### config.mk
export PLATFORM = sky130hd
export DESIGN_NAME = mrwt_modmul
export DESIGN_NICKNAME = d
export VERILOG_FILES = /design/src/rtl/mrwt_pkg.sv /design/src/rtl/mrwt_modmul.sv
export SDC_FILE = /design/constraint.sdc
export NUM_CORES = 1
export LEC_CHECK = 0
export ABC_AREA = 1
export BUFFER_PORTS_ARGS = -buffer_cell sky130_fd_sc_hd__buf_2
export CORE_AREA = 2 2 274 168
export DETAILED_ROUTE_END_ITERATION = 16
export DIE_AREA = 0 0 276 170
export GPL_ROUTABILITY_DRIVEN = 0
export PLACE_DENSITY = 0.51
export SYNTH_ARGS = -nofsm -noshare
export SYNTH_HDL_FRONTEND = slang
export SYNTH_SLANG_ARGS = --single-unit
### constraint.sdc
create_clock -name clk -period 9.1 [get_ports clk]
set_clock_uncertainty 0.1 [all_clocks]
set_input_delay 1.82 -clock clk [delete_from_list [all_inputs] [get_ports clk]]
set_output_delay 1.82 -clock clk [all_outputs]
set_load 0.03 [all_outputs]
### src/rtl/mrwt_pkg.sv
`default_nettype none
// ----------------------------------------------------------------------------
// mrwt_pkg
// Shared constants and types for the strong probable prime test block.
// ----------------------------------------------------------------------------
package mrwt_pkg;

  localparam int NumWidth = 32;
  localparam int CntWidth = $clog2(NumWidth + 1);

  typedef logic [NumWidth-1:0] num_t;
  typedef logic [CntWidth-1:0] cnt_t;

  // top level sequencer states
  typedef enum logic [3:0] {
    ST_IDLE,
    ST_REDUCE,
    ST_SCAN,
    ST_POW_MUL,
    ST_POW_SQR,
    ST_CHECK,
    ST_CHAIN,
    ST_DONE
  } state_t;

  // handshake between sequencer and modular multiplier
  typedef struct packed {
    logic start;
  } mm_req_t;

  typedef struct packed {
    logic busy;
    logic done;
  } mm_rsp_t;

endpackage
`default_nettype wire

### src/rtl/mrwt_modmul.sv
`default_nettype none
// ----------------------------------------------------------------------------
// mrwt_modmul
// Bit-serial modular multiplier: (x * y) mod m, one multiplier bit per cycle,
// most significant bit first. x and y must be below m.
// ----------------------------------------------------------------------------
module mrwt_modmul (
  input  wire logic            clk,
  input  wire logic            rst_n,
  input  wire mrwt_pkg::mm_req_t req,
  input  wire mrwt_pkg::num_t  x,
  input  wire mrwt_pkg::num_t  y,
  input  wire mrwt_pkg::num_t  m,
  output mrwt_pkg::mm_rsp_t    rsp,
  output mrwt_pkg::num_t       prod
);
  import mrwt_pkg::*;

  num_t acc_r, acc_nxt;
  num_t ysh_r, ysh_nxt;
  cnt_t cnt_r, cnt_nxt;
  logic busy_r, busy_nxt;
  logic done_r, done_nxt;

  num_t dbl;
  num_t room;

  // add_mod helper: (p + q) mod m with p, q < m
  function automatic num_t add_mod(input num_t p, input num_t q, input num_t mm);
    num_t rm;
    rm = mm - q;
    return (p >= rm) ? (p - rm) : (p + q);
  endfunction

  // one step: double, then add x when the current bit is set
  always_comb begin
    dbl = add_mod(acc_r, acc_r, m);
    room = ysh_r[NumWidth-1] ? add_mod(dbl, x, m) : dbl;
  end

  always_comb begin
    acc_nxt = acc_r;
    ysh_nxt = ysh_r;
    cnt_nxt = cnt_r;
    busy_nxt = busy_r;
    done_nxt = 1'b0;
    if (req.start && !busy_r) begin
      acc_nxt = '0;
      ysh_nxt = y;
      cnt_nxt = cnt_t'(NumWidth);
      busy_nxt = 1'b1;
    end else if (busy_r) begin
      acc_nxt = room;
      ysh_nxt = {ysh_r[NumWidth-2:0], 1'b0};
      cnt_nxt = cnt_r - cnt_t'(1);
      if (cnt_r == cnt_t'(1)) begin
        busy_nxt = 1'b0;
        done_nxt = 1'b1;
      end
    end
  end

  always_ff @(posedge clk) begin
    if (!rst_n) begin
      busy_r <= 1'b0;
      done_r <= 1'b0;
      cnt_r <= '0;
    end else begin
      busy_r <= busy_nxt;
      done_r <= done_nxt;
      cnt_r <= cnt_nxt;
    end
    acc_r <= acc_nxt;
    ysh_r <= ysh_nxt;
  end

  assign rsp.busy = busy_r;
  assign rsp.done = done_r;
  assign prod = acc_r;

endmodule
`default_nettype wire

==> metrics.cfg <==
[cells_and_area]
final_cell_area_sq_um = 15600
layout-drive-gt1-share = 0.143
finish.utilization = 0.353
diodes = 0
finalNetCount = 2698
area.growth.synth_to_final_pct = 18.8

[critical_path]
crit_start = m[2]
cp_data_arrival_time_ns = 8.83
cp-start-kind = primary input
required_ns = 9.30
crit_top_cell = nand2_1
path_delay_family = compound AO/OA/AOI/OAI gates
crit_path_end_kind = register
crit_fanout = 53
critical_path.max_stage_delay_ns = 0.44
r2r_slack_ns = 1.47
rr_startpoint = prod[2]
crit_slowest_cell = o21ai_0
ff2ff_path_depth = 40
path_class = in -> reg
cp_num_cells = 40
worst-path-buf-inv = 6
endpoint = prod[27]
r2r_end = prod[27]

[global_route]
use_met1 = 0.360
grt_use_met2 = 0.316
grt_max_degree = 54
antenna_found_initial = 0
top_usage_layer = met1
use_met3 = 0.0441
overflow = 0
grt_usage = 0.228
first_global_vias = 14038
grt_pass1_wl_mm = 82.6

[detailed_routing]
drt-total-wl_mm = 54.8
drc = 0
vias = 15378
drt-pass1-iter-count = 6
drt.antenna.violating_nets = 0
wire_per_inst_um = 18.0
first_iter_violations = 1816
vias_per_cell = 5.06

[timing]
drv_slew = 0
worstMarginPinSlew_ns = 0.841
period_share = 0.948
fin_crit_ns = 8.63
hold_violations = 0
fmax_mhz = 116
slew_headroom = 0.433
rsz0062_at_grt = no
final-setup-viol-count = 0
whs_ns = 0.391

[placed_design]
io_buffer_count = 132
place_area_sq_um = 15300
dpl.hpwl_mm = 46.8

[cts]
cts.htree.levels = 3
clk_pin_slew_ns = 0.07
clock-root-buffer = clkbuf_16
clock_path_buffers = 2
clock_latency_ns = 0.35
cts_made_buffers = 9
clkSinkCount = 72
cts_setup_buffers = 0
cts_tree = built
ctsHoldBuffers = 0

[die]
fp.dieW_um = 276
die_h_um = 170
initial_core_util = 0.297
core_sq_um = 44300
die_area_sq_um = 46900
rows = 60
ios = 133

[yosys]
synth_top_cell_by_area = nand2_1
synth_seq_area_share = 0.134
synth-edff-count = 32
netlist_area_sq_um = 13200
synth_nets = 2463
synth_flop_cell = dfxtp_1
synth_area_leaders = nand2_1, ha_1, inv_1, edfxtp_1, a21oi_1
ys_ff_latch = 72
synthArstFlopShare = 0
ys_types = 57
yosysWarnings = 0
synth_area_per_cell_sq_um = 5.95
synthCells = 2213
synth_top_area_frac = 0.190

[outcome]
status = finished, final reports clean

[flow_run]
cap_violations = 0

[worst_hold_path]
hp-class = reg -> reg

## how the worst min path moves through the flow
stage	to	from	depth (start not counted)	slack, ns
after global routing	cnt_r[1]	cnt_r[1]	2	0.42
after detailed placement	cnt_r[1]	cnt_r[1]	2	0.38
after global placement	cnt_r[5]	cnt_r[5]	2	0.37
final	cnt_r[5]	cnt_r[5]	2	0.39
after CTS	cnt_r[5]	cnt_r[5]	2	0.40
after floorplan	cnt_r[5]	cnt_r[5]	2	0.35
## synth_stat cells (4+ instances only)
cell type / instances
nand3_2: 7
o211ai_1: 4
a21o_1: 8
dfxtp_1: 40
edfxtp_1: 32
a21boi_0: 5
a211oi_1: 8
buf_6: 5
nor3_1: 21
o21bai_1: 10
o22ai_1: 4
buf_2: 5
ha_1: 148
nand2_1: 667
nand3_1: 175
nor2_1: 172
nand2_2: 14
o21ai_0: 103
xor2_1: 59
a21oi_1: 180
nand4_1: 20
or2_2: 6
a31oi_1: 17
clkbuf_1: 16
o21a_1: 11
nand3b_1: 16
inv_1: 337
o21ai_1: 5
mux2_2: 31
xnor2_1: 41
## layer usage
layer	vias up	wire length (um)
li1	7703	-
met1	7026	27600
met2	607	20700
met3	42	5870
met4	0	714
met5	-	0
## sequential cells by signal, summed over array words and instances, names as in the netlist
register  flops
busy_r        1
done_r        1
prod         32
ysh_r        32
cnt_r         6
## final cells by class
cell class | count | area (sq um)
multi-input combinational | 1768 | 9940
sequential | 72 | 1760
timing repair buffer | 256 | 1600
inverter | 341 | 1290
tap | 589 | 737
clock inverter | 6 | 55.1
fill | 4913 | 28700
clock buffer | 10 | 250
## cell usage in the layout (no fill, tap or decap), drive strengths merged, types with 2 or more instances in the layout
cell,count
a211oi,8
a21boi,5
a21o,8
a21oi,182
a221oi,2
a31oi,17
and2,2
and3,2
buf,256
clkbuf,10
clkinv,4
dfxtp,40
edfxtp,32
fa,3
ha,148
inv,342
mux2,31
nand2,685
nand3,182
nand3b,18
nand4,20
nor2,176
nor3,22
nor4,3
o211ai,4
o21a,11
o21ai,108
o21bai,10
o22ai,4
o31ai,3
or2,7
xnor2,41
xor2,59
## through the flow
step	worst slack [ns]	cells	setup TNS (ns)
floorplan	0.0965	2213	0
global placement	-0.160	3026	-0.255
detailed placement	-0.0894	3026	-0.219
CTS	0.254	3042	0
global route	0.00496	3042	0
finish	0.470	3042	0
## cells by family (layout without fill, tap and decap cells)
family / count (synthesis) / after routing / share of synthesized area
mux: 31 / 31 / 0.0265
flops: 72 / 72 / 0.134
compound gates: 369 / 369 / 0.155
buf+inv: 373 / 613 / 0.112
fa+ha+maj: 151 / 151 / 0.145
xor+xnor: 100 / 100 / 0.0665
simple gates: 1117 / 1117 / 0.361
## worst reg2reg max path: cells and delay by family, from the launching register on
| family | cells | cell delay [ns] |
|---|---|---|
| XOR/XNOR | 1 | 0.21 |
| buffers and inverters | 6 | 0.89 |
| AO/OA/AOI/OAI | 16 | 3.54 |
| adder cells (fa/ha/maj) | 3 | 1.01 |
| flip-flops | 1 | 0.47 |
| AND/OR/NAND/NOR | 14 | 1.35 |
## what timing repair did
action                                  in CTS  in global routing
resized for setup                            0                 10
endpoints found under the setup margin       0                 32
endpoints found under the hold margin        0                  0
Power is not shown: default switching activity piles up to over one toggle a cycle in this logic, so the estimate is an artifact.
